`config.mk`:
```
export PLATFORM = sky130hd
export DESIGN_NAME = sample_frame_builder
export DESIGN_NICKNAME = d
export VERILOG_FILES = /design/src/rtl/core/sfb_pkg.sv /design/src/rtl/core/sfb_front.sv /design/src/rtl/core/sfb_queue.sv /design/src/rtl/core/sfb_back.sv /design/src/rtl/core/sample_frame_builder.sv
export SDC_FILE = /design/constraint.sdc
export NUM_CORES = 1
export LEC_CHECK = 0
export ABC_AREA = 0
export BUFFER_PORTS_ARGS = -buffer_cell sky130_fd_sc_hd__buf_4
export CORE_MARGIN = 1
export CORE_UTILIZATION = 66
export DETAILED_ROUTE_END_ITERATION = 8
export PLACE_DENSITY = 0.85
export SLEW_MARGIN = 10
export SYNTH_ARGS = -nofsm -noshare
export SYNTH_HDL_FRONTEND = slang
export SYNTH_HIERARCHICAL = 1
export SYNTH_SLANG_ARGS = --single-unit
```
`constraint.sdc`:
```
create_clock -name clk -period 8.1 [get_ports clk]
set_clock_uncertainty 0.1 [all_clocks]
set_input_delay 1.215 -clock clk [delete_from_list [all_inputs] [get_ports clk]]
set_output_delay 1.215 -clock clk [all_outputs]
set_load 0.03 [all_outputs]
```
`src/rtl/core/sfb_pkg.sv`:
```
package sfb_pkg;

    // Sync header bytes that open every frame.
    localparam logic [7:0] SYNC_FIRST  = 8'hAA;
    localparam logic [7:0] SYNC_SECOND = 8'h55;

    // Default frame buffer size in bytes, and the width that holds any frame length.
    localparam int FRAME_BUFFER_BYTES_DEF = 256;
    localparam int FRAME_BYTES_W          = 11;

    // Sync, header and checksum bytes that surround the payload of a frame.
    localparam logic [FRAME_BYTES_W-1:0] FRAME_OVERHEAD = FRAME_BYTES_W'(5);

    // Default depth of the command queue between front and back.
    localparam int QUEUE_DEPTH_DEF = 4;

    // One classified request, handed from the front to the back.
    typedef struct packed {
        logic        header;   // emit sync, sequence number and count first
        logic [7:0]  seq;      // sequence number for the header
        logic [7:0]  count;    // sample count for the header
        logic [15:0] sample;   // sample to emit, low byte first
        logic        trailer;  // emit the checksum after the sample
    } cmd_t;

endpackage

```
`src/rtl/core/sfb_front.sv`:
```
module sfb_front
    import sfb_pkg::*;
#(
    parameter int FRAME_BUFFER_BYTES = FRAME_BUFFER_BYTES_DEF
)
(
    input  logic        clk,
    input  logic        rst_n,
    input  logic        accept,
    input  logic [15:0] sample,
    input  logic [7:0]  frame_count,
    output logic        push,
    output cmd_t        push_cmd
);

    localparam logic [FRAME_BYTES_W-1:0] BufferBytes = FRAME_BYTES_W'(FRAME_BUFFER_BYTES);

    logic [7:0] samples_left_reg, samples_left_next;
    logic       dropping_reg, dropping_next;
    logic [7:0] seq_reg, seq_next;

    logic                     starts_frame;
    logic [FRAME_BYTES_W-1:0] frame_bytes;
    logic                     oversize;

    // Frame length for the oversize check: header, two bytes a sample, checksum.
    assign frame_bytes  = {{(FRAME_BYTES_W-9){1'b0}}, frame_count, 1'b0} + FRAME_OVERHEAD;
    assign oversize     = frame_bytes > BufferBytes;
    assign starts_frame = samples_left_reg == 8'd0;

    // Classify each accepted request and track the frame position.
    always_comb
    begin
        samples_left_next = samples_left_reg;
        dropping_next     = dropping_reg;
        seq_next          = seq_reg;
        push              = 1'b0;
        push_cmd.header   = starts_frame;
        push_cmd.seq      = seq_reg;
        push_cmd.count    = frame_count;
        push_cmd.sample   = sample;
        push_cmd.trailer  = 1'b0;
        if (accept)
        begin
            if (starts_frame)
            begin
                if (frame_count != 8'd0)
                begin
                    samples_left_next = frame_count - 8'd1;
                    if (oversize)
                    begin
                        dropping_next = frame_count != 8'd1;
                    end
                    else
                    begin
                        dropping_next    = 1'b0;
                        push             = 1'b1;
                        push_cmd.trailer = frame_count == 8'd1;
                    end
                end
            end
            else
            begin
                samples_left_next = samples_left_reg - 8'd1;
                if (dropping_reg)
                begin
                    dropping_next = samples_left_reg != 8'd1;
                end
                else
                begin
                    push             = 1'b1;
                    push_cmd.trailer = samples_left_reg == 8'd1;
                end
            end
            if (push && push_cmd.trailer)
            begin
                seq_next = seq_reg + 8'd1;
            end
        end
    end

    // Frame tracking state.
    always_ff @(posedge clk or negedge rst_n)
    begin
        if (!rst_n)
        begin
            samples_left_reg <= 8'd0;
            dropping_reg     <= 1'b0;
            seq_reg          <= 8'd0;
        end
        else
        begin
            samples_left_reg <= samples_left_next;
            dropping_reg     <= dropping_next;
            seq_reg          <= seq_next;
        end
    end

endmodule

```
`src/rtl/core/sfb_queue.sv`:
```
module sfb_queue
    import sfb_pkg::*;
#(
    parameter int DEPTH = QUEUE_DEPTH_DEF
)
(
    input  logic clk,
    input  logic rst_n,
    input  logic push,
    input  cmd_t push_cmd,
    input  logic pop,
    output logic full,
    output logic head_valid,
    output cmd_t head_cmd
);

    localparam int AddrW  = (DEPTH > 1) ? $clog2(DEPTH) : 1;
    localparam int CountW = $clog2(DEPTH + 1);

    cmd_t              entry_reg [DEPTH];
    logic [AddrW-1:0]  wr_ptr_reg, wr_ptr_next;
    logic [AddrW-1:0]  rd_ptr_reg, rd_ptr_next;
    logic [CountW-1:0] fill_reg, fill_next;

    logic do_push;
    logic do_pop;

    assign full       = fill_reg == CountW'(DEPTH);
    assign head_valid = fill_reg != '0;
    assign head_cmd   = entry_reg[rd_ptr_reg];
    assign do_push    = push && !full;
    assign do_pop     = pop && head_valid;

    // Pointer and fill count updates, with wrap at the queue depth.
    always_comb
    begin
        wr_ptr_next = wr_ptr_reg;
        rd_ptr_next = rd_ptr_reg;
        fill_next   = fill_reg;
        if (do_push)
        begin
            wr_ptr_next = (wr_ptr_reg == AddrW'(DEPTH - 1)) ? '0 : wr_ptr_reg + AddrW'(1);
        end
        if (do_pop)
        begin
            rd_ptr_next = (rd_ptr_reg == AddrW'(DEPTH - 1)) ? '0 : rd_ptr_reg + AddrW'(1);
        end
        if (do_push && !do_pop)
        begin
            fill_next = fill_reg + CountW'(1);
        end
        else if (do_pop && !do_push)
        begin
            fill_next = fill_reg - CountW'(1);
        end
    end

    // Control state.
    always_ff @(posedge clk or negedge rst_n)
    begin
        if (!rst_n)
        begin
            wr_ptr_reg <= '0;
            rd_ptr_reg <= '0;
            fill_reg   <= '0;
        end
        else
        begin
            wr_ptr_reg <= wr_ptr_next;
            rd_ptr_reg <= rd_ptr_next;
            fill_reg   <= fill_next;
        end
    end

    // Queue storage; payload only, no reset.
    always_ff @(posedge clk)
    begin
        if (do_push)
        begin
            entry_reg[wr_ptr_reg] <= push_cmd;
        end
    end

endmodule

```
`src/rtl/core/sfb_back.sv`:
```
module sfb_back
    import sfb_pkg::*;
(
    input  logic       clk,
    input  logic       rst_n,
    input  logic       head_valid,
    input  cmd_t       head_cmd,
    output logic       pop,
    output logic       m_tvalid,
    input  logic       m_tready,
    output logic [7:0] m_tdata,   // tx_byte [7:0]
    output logic       m_tuser,   // frame_end
    output logic       m_tlast    // run_last
);

    // Byte positions within the bytes that one request can cause.
    typedef enum logic [2:0] {
        STEP_SYNC1,
        STEP_SYNC2,
        STEP_SEQ,
        STEP_CNT,
        STEP_LO,
        STEP_HI,
        STEP_CHK
    } step_t;

    step_t      step_reg, step_next;
    logic       busy_reg, busy_next;
    cmd_t       cmd_reg, cmd_next;
    logic [7:0] chk_reg, chk_next;
    logic       out_valid_reg, out_valid_next;
    logic [7:0] out_byte_reg, out_byte_next;
    logic       out_end_reg, out_end_next;
    logic       out_last_reg, out_last_next;

    logic       emit_ok;
    logic       is_last;
    logic [7:0] cur_byte;

    assign emit_ok = !out_valid_reg || m_tready;
    assign is_last = cmd_reg.trailer ? (step_reg == STEP_CHK) : (step_reg == STEP_HI);

    // Byte for the current position.
    always_comb
    begin
        case (step_reg)
            STEP_SYNC1: cur_byte = SYNC_FIRST;
            STEP_SYNC2: cur_byte = SYNC_SECOND;
            STEP_SEQ:   cur_byte = cmd_reg.seq;
            STEP_CNT:   cur_byte = cmd_reg.count;
            STEP_LO:    cur_byte = cmd_reg.sample[7:0];
            STEP_HI:    cur_byte = cmd_reg.sample[15:8];
            STEP_CHK:   cur_byte = chk_reg;
            default:    cur_byte = 8'd0;
        endcase
    end

    // Sequencer: one byte a cycle into the output register while it is free or draining, next
    // request loaded on the last byte of the current one.
    always_comb
    begin
        step_next      = step_reg;
        busy_next      = busy_reg;
        cmd_next       = cmd_reg;
        chk_next       = chk_reg;
        out_valid_next = out_valid_reg && !m_tready;
        out_byte_next  = out_byte_reg;
        out_end_next   = out_end_reg;
        out_last_next  = out_last_reg;
        pop            = 1'b0;
        if (busy_reg && emit_ok)
        begin
            out_valid_next = 1'b1;
            out_byte_next  = cur_byte;
            out_end_next   = step_reg == STEP_CHK;
            out_last_next  = is_last;
            chk_next       = (step_reg == STEP_SYNC1) ? cur_byte : (chk_reg ^ cur_byte);
            if (is_last)
            begin
                pop       = head_valid;
                busy_next = head_valid;
            end
            else
            begin
                step_next = step_t'(step_reg + 3'd1);
            end
        end
        else if (!busy_reg)
        begin
            pop       = head_valid;
            busy_next = head_valid;
        end
        if (pop)
        begin
            cmd_next  = head_cmd;
            step_next = head_cmd.header ? STEP_SYNC1 : STEP_LO;
        end
    end

    // State and registered outputs.
    always_ff @(posedge clk or negedge rst_n)
    begin
        if (!rst_n)
        begin
            step_reg      <= STEP_SYNC1;
            busy_reg      <= 1'b0;
            chk_reg       <= 8'd0;
            out_valid_reg <= 1'b0;
        end
        else
        begin
            step_reg      <= step_next;
            busy_reg      <= busy_next;
            chk_reg       <= chk_next;
            out_valid_reg <= out_valid_next;
        end
    end

    // Payload registers.
    always_ff @(posedge clk)
    begin
        cmd_reg      <= cmd_next;
        out_byte_reg <= out_byte_next;
        out_end_reg  <= out_end_next;
        out_last_reg <= out_last_next;
    end

    assign m_tvalid = out_valid_reg;
    assign m_tdata  = out_byte_reg;
    assign m_tuser  = out_end_reg;
    assign m_tlast  = out_last_reg;

`ifndef SYNTHESIS
    // The checksum byte always closes the bytes of its request.
    assert property (@(posedge clk) disable iff (!rst_n)
        out_valid_reg && out_end_reg |-> out_last_reg)
        else $error("checksum byte not marked as last of its request");

    // A request without header never visits the header positions.
    assert property (@(posedge clk) disable iff (!rst_n)
        busy_reg && !cmd_reg.header |-> step_reg == STEP_LO || step_reg == STEP_HI
            || step_reg == STEP_CHK)
        else $error("header position reached for a sample-only request");

    // The checksum position is only reached by a request that ends a frame.
    assert property (@(posedge clk) disable iff (!rst_n)
        busy_reg && step_reg == STEP_CHK |-> cmd_reg.trailer)
        else $error("checksum position without frame end");

    // A byte is only loaded into a free or draining output register.
    assert property (@(posedge clk) disable iff (!rst_n)
        out_valid_reg && !m_tready |=> out_valid_reg && $stable(out_byte_reg))
        else $error("output register overwritten while stalled");
`endif

endmodule

```
`src/rtl/core/sample_frame_builder.sv`:
```
// A request accepted while the block is idle and the output is free passes the queue
// entry, the command register and the output register of the back part to reach m_tdata.
// Throughput: one byte a cycle from the byte sequencer while m_tready does not stall the
// output; a mid-frame sample is 2 bytes, a frame's first 6 (7 if also its last), its last 3.
// Reset (rst_n, asynchronous, active low) clears the queue, the sequencer, the frame
// position and the sequence number; the next request starts a frame.
module sample_frame_builder
    import sfb_pkg::*;
#(
    parameter int FRAME_BUFFER_BYTES = FRAME_BUFFER_BYTES_DEF,
    parameter int QUEUE_DEPTH        = QUEUE_DEPTH_DEF
)
(
    input  logic        clk,
    input  logic        rst_n,
    input  logic        s_tvalid,
    output logic        s_tready,
    input  logic [23:0] s_tdata,   // sample [15:0], frame_count [23:16]
    output logic        m_tvalid,
    input  logic        m_tready,
    output logic [7:0]  m_tdata,   // tx_byte [7:0]
    output logic        m_tuser,   // frame_end
    output logic        m_tlast    // run_last
);

    logic accept;
    logic push;
    cmd_t push_cmd;
    logic full;
    logic pop;
    logic head_valid;
    cmd_t head_cmd;

    // Requests are taken whenever the queue has room, dropped ones included.
    assign s_tready = !full;
    assign accept   = s_tvalid && s_tready;

    // Front: frame tracking and classification.
    sfb_front #(
        .FRAME_BUFFER_BYTES (FRAME_BUFFER_BYTES)
    ) u_front (
        .clk         (clk),
        .rst_n       (rst_n),
        .accept      (accept),
        .sample      (s_tdata[15:0]),
        .frame_count (s_tdata[23:16]),
        .push        (push),
        .push_cmd    (push_cmd)
    );

    // Command queue between front and back.
    sfb_queue #(
        .DEPTH (QUEUE_DEPTH)
    ) u_queue (
        .clk        (clk),
        .rst_n      (rst_n),
        .push       (push),
        .push_cmd   (push_cmd),
        .pop        (pop),
        .full       (full),
        .head_valid (head_valid),
        .head_cmd   (head_cmd)
    );

    // Back: byte sequencer, checksum and output register.
    sfb_back u_back (
        .clk        (clk),
        .rst_n      (rst_n),
        .head_valid (head_valid),
        .head_cmd   (head_cmd),
        .pop        (pop),
        .m_tvalid   (m_tvalid),
        .m_tready   (m_tready),
        .m_tdata    (m_tdata),
        .m_tuser    (m_tuser),
        .m_tlast    (m_tlast)
    );

endmodule
```
# Yosys cells after proc, flatten, opt, wreduce, memory -nomap -nowiden

Memory sizes are Yosys's and may differ from the RTL's.
Cells that the tools add are included.

$add $sub $neg: 9
$lt $le $gt $ge: 1
Equality and inequality tests: 16
Reduce and logical (&&, ||, !) cells: 23
Multiplexer cells: 38
Bitwise gates (word level): 1

Operators with widths:

| kind                 | count |
|---|---|
| $pmux 8 s7           | 1 |
| $mux 1               | 26 |
| $mux 8               | 3 |
| $mux 3               | 6 |
| $eq 8x1->1 const B   | 2 |
| $ne 8x1->1 const B   | 2 |
| $sub 8x1->8 const B  | 2 |
| $eq 3x3->1 const B   | 4 |
| $gt 11x9->1 const B  | 1 |
| $add 9x3->10 const B | 1 |
| $add 8x1->8 const B  | 1 |
| $logic_and 1x1->1    | 8 |
| $logic_not 8->1      | 1 |
| $reduce_bool 8->1    | 1 |
| $xor 8x8->8          | 1 |
| $add 3x1->3 const B  | 2 |
| $eq 3x2->1 const B   | 2 |
| $reduce_and 2->1     | 3 |
| $logic_not 1->1      | 5 |
| $add 2x1->2 const B  | 2 |
| $eq 2x2->1 const B   | 2 |
| $mux 2               | 2 |
| $ne 2x2->1 const B   | 2 |
| $reduce_bool 2->1    | 2 |
| other kinds (6)      | 6 |

Output and inout port bits: 12
Bits of input ports: 28
Memories kept: 1
Register bits after elaboration: 80
RAM bits: 136

Memories:

| name              | words | width | rd ports | clocked after Yosys merged registers in | wr ports | RTL line        | source |
|---|---|---|---|---|---|---|---|
| u_queue.entry_reg | 4     | 34    | 1        | 0                                       | 1        | sfb_queue.sv:20 | `cmd_t entry_reg [DEPTH];` |

# Longest topological paths before layout

Gate-level depths: netlist of the first run.

Word-level depth: 12
Gate-level depth with buffers: 14
Gate-level depth less buffers: 13

# Cells and area by module

Netlist of the first run, hierarchy kept.

Modules (own cells, without submodules):

| module               | area each (um^2) | instances | cells each |
|---|---|---|---|
| sfb_queue            | 5418.9           | 1         | 215 |
| sfb_back             | 2389.8           | 1         | 159 |
| sfb_front            | 1383.8           | 1         | 145 |
| sample_frame_builder | 10.0             | 1         | 2 |

# Least setup slack after synthesis of the first run

OpenSTA, ideal clock, no wires.

Kind: input-to-reg
From: in s_tdata[16]
To: mem u_queue/entry_reg[3][0] (netlist name) (enable)
Arrival: 3.124 ns
Buffers on the path: 1
Library setup time: 0.394 ns
Setup slack: 4.482 ns
Stages: 8
Cells stage by stage: inv_1 -> ha_1 -> nand3b_1 -> nor3b_1 -> o211a_1 -> nor2b_1 -> buf_6 -> and2_1

Longest elaborated chain between the ends: 10
Elaborated cells between the ends (all ways): 11
Those cells by class: 1 x add/sub; 1 x order compare; 7 x mux; 2 x reduce/logical

Ends and longest elaborated chain:

| item                             | RTL line                   | source |
|---|---|---|
| start, declared                  | sample_frame_builder.sv:18 | `input logic [23:0] s_tdata,` |
| $add 9x3->10                     | sfb_front.sv:27            | `assign frame_bytes = {{(FRAME_BYTES_W-9){1'b0}}, frame_count, 1'b0} + FRAME_OVERHEAD;` |
| $gt 11x9->1                      | sfb_front.sv:28            | `assign oversize = frame_bytes > BufferBytes;` |
| $mux 1                           | sfb_front.sv:50            | `if (oversize)` |
| $mux 1 (*)                       | sfb_front.sv:47            | `if (frame_count != 8'd0)` |
| $mux 1 (*)                       | sfb_front.sv:45            | `if (starts_frame)` |
| $mux 1 (*) (2 in a row)          | sfb_front.sv:43            | `if (accept)` |
| named net push                   | sample_frame_builder.sv:27 | `logic push;` |
| $logic_and 1x1->1 (*)            | sfb_queue.sv:31            | `assign do_push = push && !full;` |
| named net u_queue.do_push        | sfb_queue.sv:25            | `logic do_push;` |
| $mux 1 (*)                       | sfb_queue.sv:78            | `if (do_push)` |
| $mux 1 (implied by the code) (*) | sfb_queue.sv:80            | `entry_reg[wr_ptr_reg] <= push_cmd;` |
| end, declared                    | sfb_queue.sv:20            |  |

The timed path passes the listed nets; every way through them passes the cells marked *. The select of a mux whose other input is x is not followed.

# Worst setup path in the final report of the first run

From: in s_tdata[16]
To: reg u_queue.fill_reg[2]

Longest elaborated chain between the ends: 11
Elaborated cells between the ends (all ways): 14
Those cells by class: 1 x add/sub; 1 x order compare; 6 x mux; 6 x reduce/logical

Ends and longest elaborated chain:

| item                        | RTL line                   | source |
|---|---|---|
| $add 9x3->10                | sfb_front.sv:27            |  |
| $gt 11x9->1                 | sfb_front.sv:28            |  |
| $mux 1                      | sfb_front.sv:50            |  |
| $mux 1 (*)                  | sfb_front.sv:47            |  |
| $mux 1 (*)                  | sfb_front.sv:45            |  |
| $mux 1 (*) (2 in a row)     | sfb_front.sv:43            |  |
| named net push              | sample_frame_builder.sv:27 |  |
| $logic_and 1x1->1 (*)       | sfb_queue.sv:31            |  |
| $logic_not 1->1             | sfb_queue.sv:52            | `else if (do_pop && !do_push)` |
| $logic_and 1x1->1           | sfb_queue.sv:52            |  |
| $reduce_bool 2->1 (no line) | n/a                        |  |
| end signal, assigned        | sfb_queue.sv:71            | `fill_reg <= fill_next;` |
| end, declared               | sfb_queue.sv:23            | `logic [CountW-1:0] fill_reg, fill_next;` |

Marks and branches as above.
A chain may end at the register's enable or synchronous reset.

==> impl_metrics.py, run 1 <==
metrics = {
    "outcome": {
        "status": "complete, no violations",
    },
    "placement": {
        "place_congestion": 0.853,
        "dp_hpwl_um": 10600,
        "placement.io_buffers": 39,
        "post-place-cells": 699,
    },
    "clocking": {
        "clockBufferDepth": 3,
        "cts_setup_buffers": 0,
        "tritoncts.num_buffers": 22,
        "number_of_cells_upsized_or_downsized_after_cts": 0,
        "cts_max_level": 1,
        "ctsRootBufferMaster": "sky130_fd_sc_hd__clkbuf_16",
        "cts_hold_repair.buffers": 0,
        "worst_skew_pair_later_pin_latency_ns": 0.48,
        "clock_pin_slew_on_the_worst_setup_and_hold_paths_ns": 0.06,
        "clock_sinks": 216,
        "tritoncts": "built",
    },
    "global_routing": {
        "gr-total-overflow": 0,
        "grt_start_max_net_pins": 38,
        "grt_first_pass_wirelength_um": 26800,
        "grt_use_total_pct": 24.9,
        "number_of_global_route_vias_before_repair": 4927,
        "number_of_antenna_violations_at_the_first_check_in_global_routing": 0,
    },
    "route": {
        "topRoutingLayerUsed": "met4",
        "first_iter_violations": 312,
        "routed_antenna_nets": 0,
        "met2_wirelength_um": 8860,
        "avgViaCountPerCell": 6.33,
        "drc_errors_left": 0,
        "routed_wire_length_per_instance_um": 23.0,
        "route.layer.met1.wl_um": 6710,
        "detailedRoute.firstPassIterationCount": 4,
        "wl_um": 17000,
        "met3_wirelength_um": 857,
        "dr_total_vias": 4681,
    },
    "sta": {
        "slew-limit-headroom_pct": 29.3,
        "rsz_0062_raised_after_global_routing": "false",
        "finalSetupViolations": 0,
        "timing.final.hold_violations": 0,
        "drv_slew": 0,
        "max_slew.worst_pin.slew_ns": 1.06,
        "setup_total_negative_slack_ns": 0,
        "timing.final.crit_share_pct": 44.6,
        "fmaxAchievable_ghz": 0.277,
        "final.min_clock_period_ns": 3.62,
    },
    "yosys": {
        "synthesis.area_per_instance_um2": 17.7,
        "synthDistinctLibCells": 62,
        "yosys_warnings": 6,
        "synth_edf_count": 179,
        "post-synth-top-area-fraction_pct": 58.4,
        "syn-num-nets": 568,
        "ys_seq_area_share_pct": 68.5,
        "async_flop_share_pct": 17.1,
        "ys_seq_elements": 216,
        "synth_cells": 521,
        "synthTopCellsByArea": "sky130_fd_sc_hd__edfxtp_1 (58%), sky130_fd_sc_hd__dfrtp_1 (10%), sky130_fd_sc_hd__mux4_2 (6.9%)",
        "synth.largest_area_cell": "sky130_fd_sc_hd__edfxtp_1",
        "synthesis.area_um2": 9200,
        "ys_dominant_reg_cell": "sky130_fd_sc_hd__edfxtp_1",
    },
    "flow_run": {
        "max-cap-violations": 0,
    },
    "finish": {
        "commonest_non_fill_non_tap_cell_in_the_layout": "sky130_fd_sc_hd__edfxtp_1",
        "largest_register_ffs": 136,
        "most_frequent_cells_in_the_layout": "sky130_fd_sc_hd__edfxtp_1 (179), sky130_fd_sc_hd__buf_4 (46), sky130_fd_sc_hd__dfrtp_1 (36), sky130_fd_sc_hd__mux4_2 (28), sky130_fd_sc_hd__clkbuf_16 (23)",
        "nNetsFinal": 594,
        "finish.cell_count_without_fillers": 739,
        "antenna-diode-count": 0,
        "areaGrowthSynthToFinish_pct": 9.93,
        "layout-drive-gt1-share_pct": 24.5,
    },
    "critical_path": {
        "cpPeakStageDelay_ns": 0.44,
        "cp_cell_sequence": "buf_4 -> inv_1 -> ha_1 -> nand3b_1 -> nor3b_1 -> o211a_1 -> nor2b_1 -> ha_1 -> inv_1 -> fa_1 -> xor2_1 -> nor2_1 -> xor2_1",
        "cp_data_arrival_time_ns": 3.92,
        "critical_path_peak_fanout": 9,
        "worstSetupPathType": "in2reg",
        "crit_path_top_delay_cell": "sky130_fd_sc_hd__nor2b_1",
        "path_delay_family": "simple AND/OR/NAND/NOR gates",
        "cp_data_required_time_ns": 8.41,
        "critical_path.n_buffers_inverters": 3,
        "worst_setup_path_start_kind": "primary input",
        "setup.worst_path.end_class": "flip-flop",
    },
    "floorplan": {
        "die-area_um2": 14400,
        "rows": 42,
        "die_width_um": 120,
        "io-pin-count": 40,
        "coreArea_um2": 13400,
        "start_util_pct": 68.7,
        "die_ht_um": 120,
    },
    "power_and_ir_drop": {
        "p_leak_nw": 3.64,
        "power_density_nw_per_um2": 358,
        "vdd_ir_drop_max_uv": 268,
    },
    "min_path": {
        "hold_path_class": "reg2reg",
    },
}
## layer usage
metal	GRT usage, %	vias up
met5	0	-
met4	9.22	0
met3	3.52	40
met2	42.8	150
met1	32.4	2406
li1	-	2085
## cell usage after synthesis, drive strengths merged (8+ instances only)
master,n
edfxtp,179
buf,40
dfrtp,37
mux4,34
nand2,19
ha,18
inv,18
mux2,14
nor2,13
nand2b,10
nand4,10
nor3,10
xnor2,10
a32o,8
## power by group
part	switching, mW	internal (mW)
registers	0.145	1.52
clock network	0.389	0.562
logic	0.552	0.453
total	1.09	2.53
## through the flow
step           util, %  area [um2]  power, mW  hold slack [ns]  worst slack (ns)
2_1_floorplan        -        9200       2.44            0.354              4.48
3_3_place_gp      70.4        9430       2.62            0.373              4.15
3_5_place_dp      70.4        9430       2.68            0.403              4.03
4_1_cts           75.5       10100       3.64            0.411              4.52
5_1_grt           75.5       10100       3.78            0.427              4.32
6_report          75.5       10100       3.62            0.404              4.48
## final cells by class
type / instances / area [um2]
Inverter: 18 / 67.6
Clock inverter: 10 / 75.1
Sequential cell: 216 / 6300
Clock buffer: 30 / 612
Tap cell: 176 / 220
Timing Repair Buffer: 46 / 345
Fill cell: 739 / 3280
Multi-Input combinational cell: 243 / 2490
## path summary, 6_finish.rpt
check                                    startpoint                    end  slack, ns  depth (start not counted)
worst min-delay path            u_queue/fill_reg[2]    u_queue/fill_reg[2]       0.40                          1
max in group asynchronous                     rst_n  u_queue/rd_ptr_reg[0]       6.89                          1
worst min register to register  u_queue/fill_reg[2]    u_queue/fill_reg[2]       0.40                          1
worst max register to register   u_back/step_reg[0]    u_queue/fill_reg[1]       4.76                         12
min in group asynchronous                     rst_n      u_back/chk_reg[3]       0.60                          1
worst max-delay path                    s_tdata[16]    u_queue/fill_reg[2]       4.48                         13
## cell families (layout without fill, tap and decap cells)
family | after synthesis | count (layout) | share of synthesized area, %
adders and majority gates | 19 | 19 | 2.66
DFF | 216 | 216 | 68.5
buffers and inverters | 62 | 104 | 4.43
AOI/OAI and AO/OA | 59 | 59 | 5.62
muxes | 51 | 51 | 10.8
xor gates and xnor gates | 16 | 16 | 1.52
and+or+nand+nor | 98 | 98 | 6.53
Power figures use the tool's default switching activity.
==> run 2: changes to the inputs <==
--- a/config.mk
+++ b/config.mk
@@ -8,9 +8,9 @@
 export ABC_AREA = 0
 export BUFFER_PORTS_ARGS = -buffer_cell sky130_fd_sc_hd__buf_4
 export CORE_MARGIN = 1
-export CORE_UTILIZATION = 66
+export CORE_UTILIZATION = 61
 export DETAILED_ROUTE_END_ITERATION = 8
-export PLACE_DENSITY = 0.85
+export PLACE_DENSITY = 0.79
 export SLEW_MARGIN = 10
 export SYNTH_ARGS = -nofsm -noshare
 export SYNTH_HDL_FRONTEND = slang
==> constraint.sdc (replaced) <==
create_clock -name clk -period 3.74 [get_ports clk]
set_clock_uncertainty 0.1 [all_clocks]
set_input_delay 0.561 -clock clk [delete_from_list [all_inputs] [get_ports clk]]
set_output_delay 0.561 -clock clk [all_outputs]
set_load 0.03 [all_outputs]
==> run 2 against run 1 <==
Net effect:
- the run now ends with DRC left
- die area increased by 8.1%
- design area increased by 1.3%
- global-route usage decreased by 2.3 points
- hold slack got worse by 0.24 ns
- critical path depth unchanged
- power increased by 120%
- register-to-register slack got worse by 4.0 ns
- routed wire length decreased by 2.4%
- sequential share of layout area decreased by 0.81 points
- flip-flop and latch count unchanged
- worst setup slack got worse by 3.7 ns
- critical endpoint unchanged
- largest cell class unchanged
==> impl_metrics.py, run 2 (synthesis results as in run 1) <==
metrics = {
    "route": {
        "avgViaCountPerCell": 6.17,
        "dr_total_vias": 4640,
        "wl_um": 16600,
        "detailedRoute.firstPassIterationCount": 7,
        "routed_antenna_nets": 0,
        "routed_wire_length_per_instance_um": 22.1,
        "first_iter_violations": 340,
        "drc_errors_left": 6,
    },
    "finish": {
        "antenna-diode-count": 0,
        "largest_register_ffs": 136,
        "layout-drive-gt1-share_pct": 25.0,
        "fin_area_um2": 10200,
        "fillerInstances": 895,
        "commonest_non_fill_non_tap_cell_in_the_layout": "sky130_fd_sc_hd__edfxtp_1",
        "most_frequent_cells_in_the_layout": "sky130_fd_sc_hd__edfxtp_1 (179), sky130_fd_sc_hd__buf_4 (50), sky130_fd_sc_hd__dfrtp_1 (36), sky130_fd_sc_hd__mux4_2 (28), sky130_fd_sc_hd__clkbuf_16 (23)",
        "nNetsFinal": 599,
        "areaGrowthSynthToFinish_pct": 11.4,
    },
    "placement": {
        "dpl_cell_area_um2": 9470,
        "dp_slack_ns": 0.546,
        "placement.io_buffers": 39,
        "dp_hpwl_um": 10300,
        "place_congestion": 0.861,
    },
    "critical_path": {
        "critical_path_peak_fanout": 10,
        "setup.worst_path.end_class": "flip-flop",
        "worst_setup_path_startpoint": "u_front/samples_left_reg[0]",
        "worstSetupPathType": "reg2reg",
        "cp_data_arrival_time_ns": 3.32,
        "cp_data_required_time_ns": 4.06,
        "timing.rr.start": "u_front/samples_left_reg[0]",
        "worst_setup_path_start_kind": "flip-flop",
    },
    "global_routing": {
        "grt_use_total_pct": 22.5,
        "grt_start_max_net_pins": 38,
        "grt_first_pass_wirelength_um": 26600,
        "number_of_antenna_violations_at_the_first_check_in_global_routing": 0,
        "number_of_global_route_vias_before_repair": 4932,
        "gr-total-overflow": 0,
    },
    "sta": {
        "timing.final.hold_violations": 0,
        "rsz_0062_raised_after_global_routing": "false",
        "fmaxAchievable_ghz": 0.333,
        "finalSetupViolations": 0,
        "slew-limit-headroom_pct": 38.6,
        "fin_worst_hold_slack_ns": 0.165,
        "timing.final.crit_share_pct": 80.3,
        "max_slew.worst_pin.slew_ns": 0.921,
        "drv_slew": 0,
        "setup_total_negative_slack_ns": 0,
        "final.min_clock_period_ns": 3.00,
        "setup_slack_ns": 0.735,
    },
    "floorplan": {
        "io-pin-count": 40,
        "start_util_pct": 62.8,
        "die-area_um2": 15600,
        "coreArea_um2": 14600,
        "rows": 44,
        "die_width_um": 125,
        "die_ht_um": 125,
    },
    "min_path": {
        "hold_path_class": "in2reg",
        "hold_path.startpoint": "s_tdata[14]",
    },
    "clocking": {
        "cts_max_level": 1,
        "worst_skew_pair_later_pin_latency_ns": 0.50,
        "clockBufferDepth": 3,
        "clock_pin_slew_on_the_worst_setup_and_hold_paths_ns": 0.06,
        "tritoncts": "built",
        "tritoncts.num_buffers": 22,
        "clock_sinks": 216,
        "cts_setup_buffers": 0,
        "ctsRootBufferMaster": "sky130_fd_sc_hd__clkbuf_16",
    },
    "power_and_ir_drop": {
        "totalPowerFinal_mw": 8.07,
        "vdd_ir_drop_max_uv": 516,
        "p_leak_nw": 3.70,
        "power_density_nw_per_um2": 787,
    },
    "outcome": {
        "status": "finished, violations left",
        "violations": "DRC",
    },
    "flow_run": {
        "max-cap-violations": 0,
    },
}
-- run 2: layout make-up --
cell class / count / area (um2) / area share [%]
Sequential cell: 216 / 6300 / 61.5
Multi-Input combinational cell: 243 / 2490 / 24.3
Clock buffer: 31 / 626 / 6.10
Timing Repair Buffer: 51 / 385 / 3.76
Tap cell: 184 / 230 / 2.25
Clock inverter: 9 / 145 / 1.42
Inverter: 18 / 67.6 / 0.659
-- run 2: final timing paths --
check | end | slack [ns] | cells after the start
max reg2reg | u_queue/fill_reg[2] | 0.74 | 13
max | u_queue/fill_reg[2] | 0.74 | 13
max in group asynchronous | u_queue/rd_ptr_reg[0] | 2.66 | 2
min | u_queue/entry_reg[2][15] | 0.17 | 1
min reg2reg | u_queue/fill_reg[2] | 0.39 | 1
min in group asynchronous | u_back/chk_reg[3] | 0.48 | 2
-- run 2: metrics by stage --
stage,util (%),std cells
after global routing,70.0,752
final,70.0,752
after detailed placement,64.7,711
after global placement,64.7,711
after floorplan,-,521
after CTS,70.0,752
-- run 2: per-layer routing --
metal  global-route usage (%)  vias to the layer above  part of all wire [%]
met2                     39.3                      148                    51
met5                        0                        -                     0
met3                     4.21                       37                   6.1
met1                     28.8                     2358                    40
li1                         -                     2097                     -
met4                     7.17                        0                   2.9
-- run 2: power breakdown --
| group | internal, mW | leakage [nW] | switching (mW) | total (mW) |
|---|---|---|---|---|
| logic | 1.00 | 1.22 | 1.13 | 2.13 |
| clock network | 1.44 | 0.374 | 0.856 | 2.30 |
| registers | 3.29 | 2.10 | 0.360 | 3.65 |
| total | 5.73 | 3.70 | 2.34 | 8.07 |
-- run 2: repair_timing --
item / CTS / global route
resized for setup: 0 / 0
endpoints found under the hold margin: 37 / 0
endpoints found under the setup margin: 0 / 0
hold buffers: 1 / 0
-- run 2: critical path, stage by stage, from the launching register on --
cell and delay, ns:
sky130_fd_sc_hd__dfrtp_1 0.42, sky130_fd_sc_hd__inv_1 0.11, sky130_fd_sc_hd__ha_1 0.37, sky130_fd_sc_hd__nand3_2 0.29
sky130_fd_sc_hd__nand2_1 0.15, sky130_fd_sc_hd__o211a_1 0.16, sky130_fd_sc_hd__nor2b_1 0.12, sky130_fd_sc_hd__buf_4 0.16
sky130_fd_sc_hd__ha_1 0.18, sky130_fd_sc_hd__inv_1 0.06, sky130_fd_sc_hd__fa_1 0.37, sky130_fd_sc_hd__xor2_1 0.17
sky130_fd_sc_hd__nor2_1 0.12, sky130_fd_sc_hd__xor2_1 0.15
